--- src/srt_pkg.sv ---
`timescale 1ns / 1ps
`default_nettype none
// ----------------------------------------------------------------------------
// srt_pkg
// Types and codes shared by the sorted record table and its channels.
// ----------------------------------------------------------------------------
package srt_pkg;

  localparam int KEY_W    = 32;
  localparam int AGE_W    = 8;
  localparam int KIND_W   = 3;
  localparam int STATUS_W = 2;

  typedef enum logic [KIND_W-1:0] {
    KIND_INSERT = 3'd0,
    KIND_DELETE = 3'd1,
    KIND_LOOKUP = 3'd2,
    KIND_CLEAR  = 3'd3,
    KIND_DUMP   = 3'd4
  } kind_t;

  typedef enum logic [STATUS_W-1:0] {
    STATUS_OK        = 2'd0,
    STATUS_NOT_FOUND = 2'd1,
    STATUS_FULL      = 2'd2,
    STATUS_EMPTY     = 2'd3
  } status_t;

  typedef struct packed {
    logic signed [KEY_W-1:0] key;
    logic        [AGE_W-1:0] age;
  } rec_t;

  localparam int REC_W = $bits(rec_t);

  typedef enum logic [2:0] {
    ST_IDLE,
    ST_INSERT,
    ST_INS_HEAD,
    ST_FIND,
    ST_SHIFT,
    ST_DUMP
  } state_t;

endpackage
`default_nettype wire

--- src/srt_if.sv ---
`timescale 1ns / 1ps
`default_nettype none
// ----------------------------------------------------------------------------
// srt_in_if / srt_out_if
// Request and result channels of the sorted record table.
// ----------------------------------------------------------------------------
interface srt_in_if;
  logic                                valid;
  logic                                ready;
  logic        [srt_pkg::KIND_W-1:0]   kind;
  logic signed [srt_pkg::KEY_W-1:0]    key;
  logic        [srt_pkg::AGE_W-1:0]    age;

  modport source (output valid, output kind, output key, output age, input ready);
  modport sink   (input valid, input kind, input key, input age, output ready);
endinterface

interface srt_out_if;
  logic                                valid;
  logic                                ready;
  logic        [srt_pkg::STATUS_W-1:0] status;
  logic signed [srt_pkg::KEY_W-1:0]    key_out;
  logic        [srt_pkg::AGE_W-1:0]    age_out;
  logic                                last;

  modport source (output valid, output status, output key_out, output age_out,
                  output last, input ready);
  modport sink   (input valid, input status, input key_out, input age_out,
                  input last, output ready);
endinterface
`default_nettype wire

--- src/srt_ram.sv ---
`timescale 1ns / 1ps
`default_nettype none
// ----------------------------------------------------------------------------
// srt_ram
// Simple dual-port RAM: one write port, one read port with registered data.
// ----------------------------------------------------------------------------
module srt_ram #(
  parameter int WIDTH = 40,
  parameter int DEPTH = 16
) (
  input  wire logic                     clk,
  input  wire logic                     we,
  input  wire logic [$clog2(DEPTH)-1:0] waddr,
  input  wire logic [WIDTH-1:0]         wdata,
  input  wire logic [$clog2(DEPTH)-1:0] raddr,
  output      logic [WIDTH-1:0]         rdata
);

  logic [WIDTH-1:0] mem [DEPTH];

  always_ff @(posedge clk) begin
    if (we) begin
      mem[waddr] <= wdata;
    end
    rdata <= mem[raddr];
  end

endmodule
`default_nettype wire

--- src/sorted_record_table.sv ---
`timescale 1ns / 1ps
`default_nettype none
// ----------------------------------------------------------------------------
// sorted_record_table
// Table of key/age records kept in ascending key order in one RAM.
// ----------------------------------------------------------------------------
//  channel   dir  payload                          accepted when
//  in_ch     in   kind, key, age                   valid && ready
//  out_ch    out  status, key_out, age_out, last   valid && ready
//
// Records sit at RAM addresses 0 .. count-1; the read port is addressed by the
// next scan index, so read data always belongs to the current index.
// Insert walks back from the tail moving larger keys up, then writes the record
// (written at once into an empty table, refused by a full one); delete and
// lookup scan from the head, delete then moves later records down; dump sends
// the records in order. A new request is taken only when the scan is done and
// the result register is free. Reset empties the table; no RAM sweep needed.
// ----------------------------------------------------------------------------
module sorted_record_table #(
  parameter int CAPACITY = 16
) (
  input  wire logic clk,
  input  wire logic rst_n,
  srt_in_if.sink    in_ch,
  srt_out_if.source out_ch
);

  import srt_pkg::*;

  localparam int IDX_W = $clog2(CAPACITY);
  localparam int CNT_W = $clog2(CAPACITY + 1);

  state_t             state_r, state_nxt;
  logic [IDX_W-1:0]   idx_r, idx_nxt;
  logic [CNT_W-1:0]   cnt_r, cnt_nxt;
  logic signed [KEY_W-1:0] key_r;
  logic [AGE_W-1:0]   age_r;
  logic               del_r;

  logic               out_valid_r, out_valid_nxt;
  status_t            out_status_r;
  logic signed [KEY_W-1:0] out_key_r;
  logic [AGE_W-1:0]   out_age_r;
  logic               out_last_r;

  logic               out_load;
  status_t            ld_status;
  logic signed [KEY_W-1:0] ld_key;
  logic [AGE_W-1:0]   ld_age;
  logic               ld_last;

  logic               we;
  logic [IDX_W-1:0]   waddr;
  rec_t               wdata;
  rec_t               rdata;

  logic               slot_free;
  logic               accept;
  logic [CNT_W-1:0]   cnt_m1;
  logic [IDX_W-1:0]   last_idx;
  logic               at_last;

  srt_ram #(
    .WIDTH (REC_W),
    .DEPTH (CAPACITY)
  ) u_ram (
    .clk   (clk),
    .we    (we),
    .waddr (waddr),
    .wdata (wdata),
    .raddr (idx_nxt),
    .rdata (rdata)
  );

  assign slot_free   = !out_valid_r || out_ch.ready;
  assign in_ch.ready = (state_r == ST_IDLE) && slot_free;
  assign accept      = in_ch.valid && in_ch.ready;
  assign cnt_m1      = cnt_r - CNT_W'(1);
  assign last_idx    = cnt_m1[IDX_W-1:0];
  assign at_last     = (idx_r == last_idx);

  always_comb begin
    state_nxt = state_r;
    idx_nxt   = idx_r;
    cnt_nxt   = cnt_r;
    we        = 1'b0;
    waddr     = idx_r;
    wdata     = rdata;
    out_load  = 1'b0;
    ld_status = STATUS_OK;
    ld_key    = '0;
    ld_age    = '0;
    ld_last   = 1'b1;

    unique case (state_r)
      ST_IDLE: begin
        if (accept) begin
          unique case (in_ch.kind)
            KIND_INSERT: begin
              out_load = 1'b1;
              ld_key   = in_ch.key;
              ld_age   = in_ch.age;
              if (cnt_r == CNT_W'(CAPACITY)) begin
                ld_status = STATUS_FULL;
              end else begin
                cnt_nxt = cnt_r + CNT_W'(1);
                if (cnt_r == '0) begin
                  we         = 1'b1;
                  waddr      = '0;
                  wdata.key  = in_ch.key;
                  wdata.age  = in_ch.age;
                end else begin
                  // Walk backward from the tail, moving larger keys up.
                  idx_nxt   = last_idx;
                  state_nxt = ST_INSERT;
                end
              end
            end
            KIND_DELETE, KIND_LOOKUP: begin
              if (cnt_r == '0) begin
                out_load  = 1'b1;
                ld_status = STATUS_NOT_FOUND;
              end else begin
                idx_nxt   = '0;
                state_nxt = ST_FIND;
              end
            end
            KIND_CLEAR: begin
              cnt_nxt  = '0;
              out_load = 1'b1;
            end
            KIND_DUMP: begin
              if (cnt_r == '0) begin
                out_load  = 1'b1;
                ld_status = STATUS_EMPTY;
              end else begin
                idx_nxt   = '0;
                state_nxt = ST_DUMP;
              end
            end
            default: begin
            end
          endcase
        end
      end

      ST_INSERT: begin
        we    = 1'b1;
        waddr = idx_r + IDX_W'(1);
        if (rdata.key > key_r) begin
          wdata = rdata;
          if (idx_r == '0) begin
            state_nxt = ST_INS_HEAD;
          end else begin
            idx_nxt = idx_r - IDX_W'(1);
          end
        end else begin
          wdata.key = key_r;
          wdata.age = age_r;
          state_nxt = ST_IDLE;
        end
      end

      ST_INS_HEAD: begin
        we        = 1'b1;
        waddr     = '0;
        wdata.key = key_r;
        wdata.age = age_r;
        state_nxt = ST_IDLE;
      end

      ST_FIND: begin
        // The result register is empty here: it was free when the request came.
        if (rdata.key == key_r) begin
          out_load = 1'b1;
          ld_key   = rdata.key;
          ld_age   = rdata.age;
          if (del_r && !at_last) begin
            idx_nxt   = idx_r + IDX_W'(1);
            state_nxt = ST_SHIFT;
          end else begin
            if (del_r) begin
              cnt_nxt = cnt_m1;
            end
            state_nxt = ST_IDLE;
          end
        end else if (at_last) begin
          out_load  = 1'b1;
          ld_status = STATUS_NOT_FOUND;
          state_nxt = ST_IDLE;
        end else begin
          idx_nxt = idx_r + IDX_W'(1);
        end
      end

      ST_SHIFT: begin
        we    = 1'b1;
        waddr = idx_r - IDX_W'(1);
        wdata = rdata;
        if (at_last) begin
          cnt_nxt   = cnt_m1;
          state_nxt = ST_IDLE;
        end else begin
          idx_nxt = idx_r + IDX_W'(1);
        end
      end

      ST_DUMP: begin
        // Holding the index keeps the read data steady while out_ch stalls.
        if (slot_free) begin
          out_load = 1'b1;
          ld_key   = rdata.key;
          ld_age   = rdata.age;
          ld_last  = at_last;
          if (at_last) begin
            state_nxt = ST_IDLE;
          end else begin
            idx_nxt = idx_r + IDX_W'(1);
          end
        end
      end

      default: begin
        state_nxt = ST_IDLE;
      end
    endcase
  end

  assign out_valid_nxt = out_load ? 1'b1 : (out_ch.ready ? 1'b0 : out_valid_r);

  always_ff @(posedge clk) begin
    if (!rst_n) begin
      state_r     <= ST_IDLE;
      idx_r       <= '0;
      cnt_r       <= '0;
      out_valid_r <= 1'b0;
    end else begin
      state_r     <= state_nxt;
      idx_r       <= idx_nxt;
      cnt_r       <= cnt_nxt;
      out_valid_r <= out_valid_nxt;
    end
  end

  always_ff @(posedge clk) begin
    if (accept) begin
      key_r <= in_ch.key;
      age_r <= in_ch.age;
      del_r <= (in_ch.kind == KIND_DELETE);
    end
    if (out_load) begin
      out_status_r <= ld_status;
      out_key_r    <= ld_key;
      out_age_r    <= ld_age;
      out_last_r   <= ld_last;
    end
  end

  assign out_ch.valid   = out_valid_r;
  assign out_ch.status  = out_status_r;
  assign out_ch.key_out = out_key_r;
  assign out_ch.age_out = out_age_r;
  assign out_ch.last    = out_last_r;

endmodule
`default_nettype wire

--- src/flat_wrapper.sv ---
// flat-port wrapper written by rule: the top's interface ports become plain ports
module sorted_record_table_flat import srt_pkg::*;
#(
  parameter int CAPACITY = 16
)
  (clk, rst_n, in_ch_valid, in_ch_kind, in_ch_key, in_ch_age, in_ch_ready, out_ch_valid, out_ch_status, out_ch_key_out, out_ch_age_out, out_ch_last, out_ch_ready);
  srt_in_if in_ch_i ();
  srt_out_if out_ch_i ();
  input  wire logic clk;
  input  wire logic rst_n;
  input wire logic [$bits(in_ch_i.valid)-1:0] in_ch_valid;
  input wire logic [$bits(in_ch_i.kind)-1:0] in_ch_kind;
  input wire logic [$bits(in_ch_i.key)-1:0] in_ch_key;
  input wire logic [$bits(in_ch_i.age)-1:0] in_ch_age;
  output wire logic [$bits(in_ch_i.ready)-1:0] in_ch_ready;
  output wire logic [$bits(out_ch_i.valid)-1:0] out_ch_valid;
  output wire logic [$bits(out_ch_i.status)-1:0] out_ch_status;
  output wire logic [$bits(out_ch_i.key_out)-1:0] out_ch_key_out;
  output wire logic [$bits(out_ch_i.age_out)-1:0] out_ch_age_out;
  output wire logic [$bits(out_ch_i.last)-1:0] out_ch_last;
  input wire logic [$bits(out_ch_i.ready)-1:0] out_ch_ready;
  assign in_ch_i.valid = in_ch_valid;
  assign in_ch_i.kind = in_ch_kind;
  assign in_ch_i.key = in_ch_key;
  assign in_ch_i.age = in_ch_age;
  assign in_ch_ready = in_ch_i.ready;
  assign out_ch_valid = out_ch_i.valid;
  assign out_ch_status = out_ch_i.status;
  assign out_ch_key_out = out_ch_i.key_out;
  assign out_ch_age_out = out_ch_i.age_out;
  assign out_ch_last = out_ch_i.last;
  assign out_ch_i.ready = out_ch_ready;
  sorted_record_table #(.CAPACITY(CAPACITY)) u_core (.clk(clk), .rst_n(rst_n), .in_ch(in_ch_i), .out_ch(out_ch_i));
endmodule
--- config.mk ---
export PLATFORM = sky130hd
export DESIGN_NAME = sorted_record_table_flat
export DESIGN_NICKNAME = d
export VERILOG_FILES = /design/src/srt_pkg.sv /design/src/srt_if.sv /design/src/srt_ram.sv /design/src/sorted_record_table.sv /design/src/flat_wrapper.sv
export SDC_FILE = /design/constraint.sdc
export NUM_CORES = 1
export LEC_CHECK = 0
export BUFFER_PORTS_ARGS = -buffer_cell sky130_fd_sc_hd__clkbuf_2
export CAP_MARGIN = 20
export CORE_UTILIZATION = 55
export DETAILED_ROUTE_END_ITERATION = 8
export GPL_TIMING_DRIVEN = 0
export HOLD_SLACK_MARGIN = 0.02
export PLACE_DENSITY = 0.72
export SLEW_MARGIN = 10
export SYNTH_ARGS = -nofsm -noshare
export SYNTH_HDL_FRONTEND = slang
export SYNTH_HIERARCHICAL = 1
export SYNTH_SLANG_ARGS = --single-unit
export TNS_END_PERCENT = 30
--- constraint.sdc ---
create_clock -name clk -period 10.8 [get_ports clk]
set_input_delay 2.7 -clock clk [delete_from_list [all_inputs] [get_ports clk]]
set_output_delay 2.7 -clock clk [all_outputs]
set_load 0.03 [all_outputs]
==> results by group, run 1 <==
Yosys
  • Post-Syn Nets: about 1800
  • Post-synth ARST share: 0
  • Syn Inst Count: 1689
  • Sequential area share after synthesis: 0.723
  • Yosys cell types: 70
  • Ys flop type: edfxtp_1
  • Synth area leader: edfxtp_1
  • Synthesis-stage register bit count: 777
  • Synthesized area: about 32000 sq um
  • Mean post-synth cell area: between 15 and 20 sq um
  • Post-synth EDFFs: a little over 700
  • Synth area leaders: edfxtp_1 (69%), mux4_2 (7.1%), mux4_1 (5.0%)
  • Synth top area share: 0.690
  • Ys Warns: 6

GRT
  • All-Layer GR Usage: 0.294
  • Total grt overflow: 0
  • Vias in the first global route: roughly 18000
  • First-pass GRT wire length: 120 mm
  • Largest net degree at the start of global routing: 26
  • Initial antenna violation count: 0

Outcome
  • Status: complete, no violations

Clock network
  • Clock Path Buffers: 3
  • CTS clk-pin slew, worst paths: roughly 60 ps
  • Post-CTS setup repair buffer count: 0
  • CTS resizes: 0
  • Clock latency on the worst-skew pair: approximately 630 ps
  • Root Buffer Master: clkbuf_16
  • H-tree levels: 3
  • CTS tree: yes
  • Clock sink count: between 700 and 800
  • Total CTS buffers: 76
  • Hold Buf Count CTS: 0

Worst hold path
  • Worst Hold Launch: u_core/u_ram/rdata[4]
  • Type of the worst min-delay path: reg -> reg

Power
  • Clock Power Share: 0.352
  • Power Density: ~210 nW/um^2
  • Maximum VDD drop: approximately 0.13 mV
  • Sw power: 1.92 mW
  • Static Leak: 12.2 nW
  • Int Power: 5.55 mW
  • Switching fraction of total power: 0.257
  • Design Power: between 7 and 8 mW
  • Combinational share of power: 0.142
  • Share of power burned in registers: 0.506

STA
  • Hold Vio Cnt, Final: 0
  • Worst Max-Slew Pin Slew: between 1000 and 1500 ps
  • Setup-failing EPs final: 0
  • Final period util: 0.647
  • Slew headroom: 0.256
  • Final min period: approximately 7000 ps
  • Final worst slack: between 3000 and 4000 ps
  • Worst Skew: between 20 and 30 ps
  • RSZ-0062 raised after global routing: no
  • Max Clk Rate: about 140 MHz
  • Max-slew violation count: 0

Setup path
  • CP Buf/Inv Count: 4
  • RR Startpoint: u_core/state_r[2]
  • Worst EP required: 11300 ps
  • Critical path's top delay family: simple AND/OR/NAND/NOR gates
  • Critical-path maximum fanout: 10
  • Startpoint class of the critical path: input pin
  • CP max stage delay: about 850 ps
  • Arrival @ worst endpoint: between 7000 and 8000 ps
  • Endpoint class of the critical path: flop
  • Slowest cell on the critical path: nor4b_4
  • CP cell instances: clkbuf_1, or3_1, nor4b_4, nand2_1, nor3_1, a311o_1, a21oi_1, o21a_1, nor2_1, buf_2, buf_2, clkbuf_1, mux4_1, a22oi_1, nand2_1
  • Worst setup startpoint: in_ch_kind[2]
  • WS Path Type: in -> reg

Die
  • Core area: ~56000 sq um
  • Chip width: 241 microns
  • Row cnt: 87
  • # IOs: slightly above 90
  • Die area: 58300 sq um
  • Initial core utilization: 0.558
  • Die height: around 240 microns

Layout
  • # fillers: about 3800
  • Area Growth Syn to Fin: 15.5%
  • Fin util: 0.644
  • Register Area: between 20000 and 25000 sq um
  • Footprint of the multi-input gates: a little over 8000 sq um
  • NumNets Final: ~2000
  • Layout cell share with drive strength beyond 1: 0.216
  • ANT cells: 0

Route
  • Initial DRC count: between 2000 and 2500
  • Final WL: about 83 mm
  • Vias per cell: around 6.7
  • First-pass DRT Iterations: 6
  • Via count: around 18000
  • DRC: 0
  • Post-route ant nets: 0
  • Wire length per cell: 30.6 microns

Placement
  • DP Worst Slack: ~3300 ps
  • RePlAce Congestion: about 0.87
  • Port buffer count: 90
  • DP HPWL: about 53 mm

Run
  • # Max-Cap Violations: 0
per-stage QoR:
step	instance area [sq um]	instances	hold WS (ps)	TNS (ps)
after global placement	32900	2535	516	-148720
after CTS	36400	2726	536	0
after global routing	36400	2727	565	0
after detailed placement	33900	2586	522	0
final	36400	2727	535	0
after floorplan	31500	1689	500	0
tightest hold or removal path: cells and delay by family, from the launching register on:
family	cells	cell delay [ps]
DFF	1	320
and+or+nand+nor	2	110
cell usage after synthesis, types with 12 or more instances:
| cell type | instances |
|---|---|
| nor3_1 | 14 |
| a221o_1 | 36 |
| clkbuf_1 | 58 |
| a21oi_1 | 39 |
| mux4_2 | 100 |
| and3_1 | 32 |
| nand2_1 | 86 |
| nor2_1 | 58 |
| edfxtp_1 | 724 |
| nand4_1 | 12 |
| a22o_1 | 38 |
| a22oi_1 | 83 |
| o21ai_0 | 24 |
| ha_1 | 37 |
| buf_2 | 21 |
| dfxtp_1 | 53 |
| mux4_1 | 60 |
| inv_1 | 45 |
| nand3_1 | 14 |
logic make-up after synthesis:
kind of cell / share of synthesized area
DFF: 0.723
AOI/OAI and AO/OA: 0.0695
and+or+nand+nor: 0.0430
muxes: 0.123
buffers and inverters: 0.0240
adders and majority gates: 0.0147
xor gates and xnor gates: 0.00294
power groups by stage:
stage / logic [mW] / registers [mW] / clock network (mW)
detailed placement: 1.03 / 3.84 / 0
global route: 1.13 / 3.79 / 2.78
finish: 1.06 / 3.78 / 2.63
global placement: 0.951 / 3.85 / 0
CTS: 1.04 / 3.78 / 2.66
floorplan: 0.615 / 3.86 / 0
routing by layer:
metal  up-vias  GRT usage  routed length, microns  share of wire
met1      9305      0.400                   31600           0.38
li1       7472          -                       -              -
met3       188     0.0750                    9460           0.11
met2      1181      0.460                   39400           0.47
met5         -          0                       0              0
met4         0      0.114                    2870          0.034
state kept, by name (all words and copies together) (netlist names):
signal,flops
u_core/u_ram/rdata,40
u_core/out_ch.key_out,32
u_core/out_ch.last,1
u_core/u_ram/mem,640
u_core/out_ch.age_out,8
u_core/out_ch.valid,1
u_core/key_r,32
u_core/age_r,8
u_core/del_r,1
u_core/state_r,3
u_core/idx_r,4
u_core/out_ch.status,2
u_core/cnt_r,5
cell type report:
| cell class | count | area share |
|---|---|---|
| Sequential cell | 777 | 0.626 |
| Multi-Input combinational cell | 771 | 0.223 |
| Timing Repair Buffer | 142 | 0.0364 |
| Tap cell | 756 | 0.0260 |
| Clock buffer | 100 | 0.0587 |
| Buffer | 96 | 0.0162 |
| Inverter | 45 | 0.00464 |
| Clock inverter | 40 | 0.00931 |
path summary, 6_finish.rpt:
kind | cells past startpoint | to | slack, ps
worst max-delay path | 15 | u_core/u_ram/rdata[11] | 3810
worst min register to register | 2 | u_core/out_ch.age_out[4] | 530
worst min-delay path | 2 | u_core/out_ch.age_out[4] | 530
worst max register to register | 12 | u_core/u_ram/mem[0][27] | 5110
cells in the final DEF, fill, tap and decap left out, types with 6 or more instances in the layout:
cell,count
a21oi_1,39
a221o_1,36
a22o_1,38
a22oi_1,83
and2_1,11
and3_1,32
buf_12,28
buf_16,11
buf_2,22
buf_4,10
buf_6,15
clkbuf_1,71
clkbuf_16,79
clkbuf_2,90
clkbuf_8,8
clkinv_1,15
clkinv_2,14
dfxtp_1,53
edfxtp_1,724
ha_1,37
inv_1,44
mux4_1,60
mux4_2,100
nand2_1,86
nand2b_1,9
nand3_1,14
nand4_1,12
nor2_1,46
nor2_4,12
nor2b_1,6
nor3_1,10
o211ai_1,6
o21ai_0,24
xnor2_1,6
Note: power is estimated with default switching activity, not from simulation.
==> run 2, diff against run 1 <==
--- a/config.mk
+++ b/config.mk
@@ -11,7 +11,7 @@
 export DETAILED_ROUTE_END_ITERATION = 8
 export GPL_TIMING_DRIVEN = 0
 export HOLD_SLACK_MARGIN = 0.02
-export PLACE_DENSITY = 0.72
+export PLACE_DENSITY = 0.75
 export SLEW_MARGIN = 10
 export SYNTH_ARGS = -nofsm -noshare
 export SYNTH_HDL_FRONTEND = slang
==> constraint.sdc (replaced) <==
create_clock -name clk -period 6.2 [get_ports clk]
set_input_delay 1.55 -clock clk [delete_from_list [all_inputs] [get_ports clk]]
set_output_delay 1.55 -clock clk [all_outputs]
set_load 0.03 [all_outputs]
==> results by group, run 2 (synthesized netlist as in run 1, its figures left out) <==
Route
  • Vias per cell: ~6.7
  • Initial DRC count: approximately 2600
  • First-pass DRT Iterations: 5
  • Wire length per cell: between 30 and 40 microns
  • Via count: between 15000 and 20000
  • Final WL: about 83 mm
  • Post-route ant nets: 0
  • DRC: 0

Layout
  • ANT cells: 0
  • Area Growth Syn to Fin: 15.6%
  • Reg with most FFs: u_core/u_ram/mem
  • Biggest regs: u_core/u_ram/mem (640), u_core/u_ram/rdata (40)
  • NumNets Final: between 1500 and 2000
  • Most frequent cells in the layout: edfxtp_1 (724), mux4_2 (100), clkbuf_2 (91), nand2_1 (86), a22oi_1 (83)
  • Layout cell share with drive strength beyond 1: 0.216
  • Commonest non-fill, non-tap cell in the layout: edfxtp_1
  • Largest register FFs: 640

GRT
  • All-Layer GR Usage: 0.293
  • Total grt overflow: 0
  • Largest net degree at the start of global routing: 42
  • Initial antenna violation count: 1
  • First-pass GRT wire length: 119 mm
  • Vias in the first global route: roughly 18000

STA
  • Worst Max-Slew Pin Slew: between 1000 and 1500 ps
  • RSZ-0062 raised after global routing: no
  • Final worst slack: ~880 ps
  • Final hold slack: about 540 ps
  • Final period util: 0.858
  • Max-slew violation count: 0
  • Max Clk Rate: ~190 MHz
  • Worst Skew: between 30 and 40 ps
  • Setup-failing EPs final: 0
  • Slew headroom: 0.293
  • Setup TNS: 0 ps
  • Hold Vio Cnt, Final: 0
  • Final min period: between 5000 and 6000 ps

Setup path
  • Critical-path maximum fanout: 17
  • Worst EP required: about 6500 ps
  • Endpoint class of the critical path: flop
  • CP Buf/Inv Count: 3
  • Flop2flop setup slack: around 880 ps
  • WP depth: 11
  • WS Path Type: reg -> reg
  • CP Capture Point: u_core/u_ram/mem[3][27]
  • RR Startpoint: u_core/state_r[2]
  • Worst r2r dst: u_core/u_ram/mem[3][27]
  • Arrival @ worst endpoint: ~5600 ps
  • Slowest cell on the critical path: nor3_2
  • Critical path's top delay family: simple AND/OR/NAND/NOR gates
  • Worst setup startpoint: u_core/state_r[2]
  • CP max stage delay: roughly 720 ps
  • Reg2reg path depth: 11
  • Startpoint class of the critical path: flop
  • CP cell instances: clkbuf_1, nor3_1, nand3_1, nor3_2, nor2_1, nor2_1, a31oi_1, or3b_2, nor2_4, buf_16, buf_16

Placement
  • Port buffer count: 90
  • RePlAce Congestion: roughly 0.9
  • DP Worst Slack: ~450 ps
  • DP HPWL: 52.6 mm

Clock network
  • Clock Path Buffers: 3
  • CTS resizes: 0
  • CTS clk-pin slew, worst paths: 60 ps
  • Total CTS buffers: 76
  • H-tree levels: 3
  • Clock latency on the worst-skew pair: ~630 ps
  • Root Buffer Master: clkbuf_16
  • CTS tree: yes
  • Post-CTS setup repair buffer count: 0
  • Hold Buf Count CTS: 0
  • Clock sink count: between 700 and 800

Die
  • Row cnt: 87
  • Die area: ~60000 sq um
  • Initial core utilization: 0.558
  • Die height: 241 microns
  • Core area: ~56000 sq um
  • # IOs: 92
  • Chip width: around 240 microns

Power
  • Power Density: roughly 360 nW/um^2
  • Maximum VDD drop: about 0.32 mV
  • Static Leak: 12.2 nW

Worst hold path
  • Hold Crit Depth: 2
  • Type of the worst min-delay path: reg -> reg

Outcome
  • Status: complete, no violations

Run
  • # Max-Cap Violations: 0
run 2: cell count changes in the layout (fill, tap and decap cells not counted), sizes merged:
cell      previous run  this run
clkinv              29        19
inv                 50        48
bufinv               5         3
buf                 90        87
clkinvlp             1         3
clkbuf             248       259
run 2: through the flow:
stage	util	power (mW)	cells	area, sq um
4_1_cts	0.645	13.0	2721	36400
2_1_floorplan	-	7.79	1689	31500
6_report	0.645	13.0	2723	36400
3_5_place_dp	0.602	8.50	2583	34000
3_3_place_gp	0.583	8.35	2535	32900
5_1_grt	0.645	13.3	2723	36400
run 2: how the worst min path moves through the flow:
stage / from / endpoint / slack (ps)
3_3_place_gp: u_core/u_ram/rdata[0] / u_core/out_ch.age_out[0] / 510
5_1_grt: u_core/u_ram/rdata[3] / u_core/out_ch.age_out[3] / 580
2_1_floorplan: u_core/u_ram/rdata[0] / u_core/out_ch.age_out[0] / 500
6_report: u_core/u_ram/rdata[3] / u_core/out_ch.age_out[3] / 540
4_1_cts: u_core/u_ram/rdata[3] / u_core/out_ch.age_out[3] / 540
3_5_place_dp: u_core/u_ram/rdata[0] / u_core/out_ch.age_out[0] / 520
run 2: report_power, final:
| part | switching [mW] | total [mW] | internal (mW) |
|---|---|---|---|
| Sequential | 0.122 | 6.60 | 6.47 |
| Combinational | 1.29 | 1.85 | 0.563 |
| Clock | 1.92 | 4.51 | 2.59 |
run 2: final cells by class:
cell class / count / area (sq um)
clock buffers: 110 / 2190
multi-input cells: 771 / 8120
repair buffers: 140 / 1390
well taps: 756 / 946
plain buffers: 96 / 588
clock inverters: 28 / 231
fillers: 3679 / 20000
inverters: 45 / 171
flip-flops and latches: 777 / 22800
run 2: tightest hold or removal path, delay by kind of cell (launching register included):
family           cells  cell delay, ps
flip-flops           1             330
AND/OR/NAND/NOR      2             100
run 2: per-layer routing:
| layer | vias to the layer above | track usage | wire, microns |
|---|---|---|---|
| met1 | 9154 | 0.402 | 31300 |
| met2 | 1340 | 0.453 | 38800 |
| met4 | 2 | 0.122 | 3170 |
| met3 | 230 | 0.0720 | 10000 |
| li1 | 7467 | - | - |
| met5 | - | 0 | 15 |
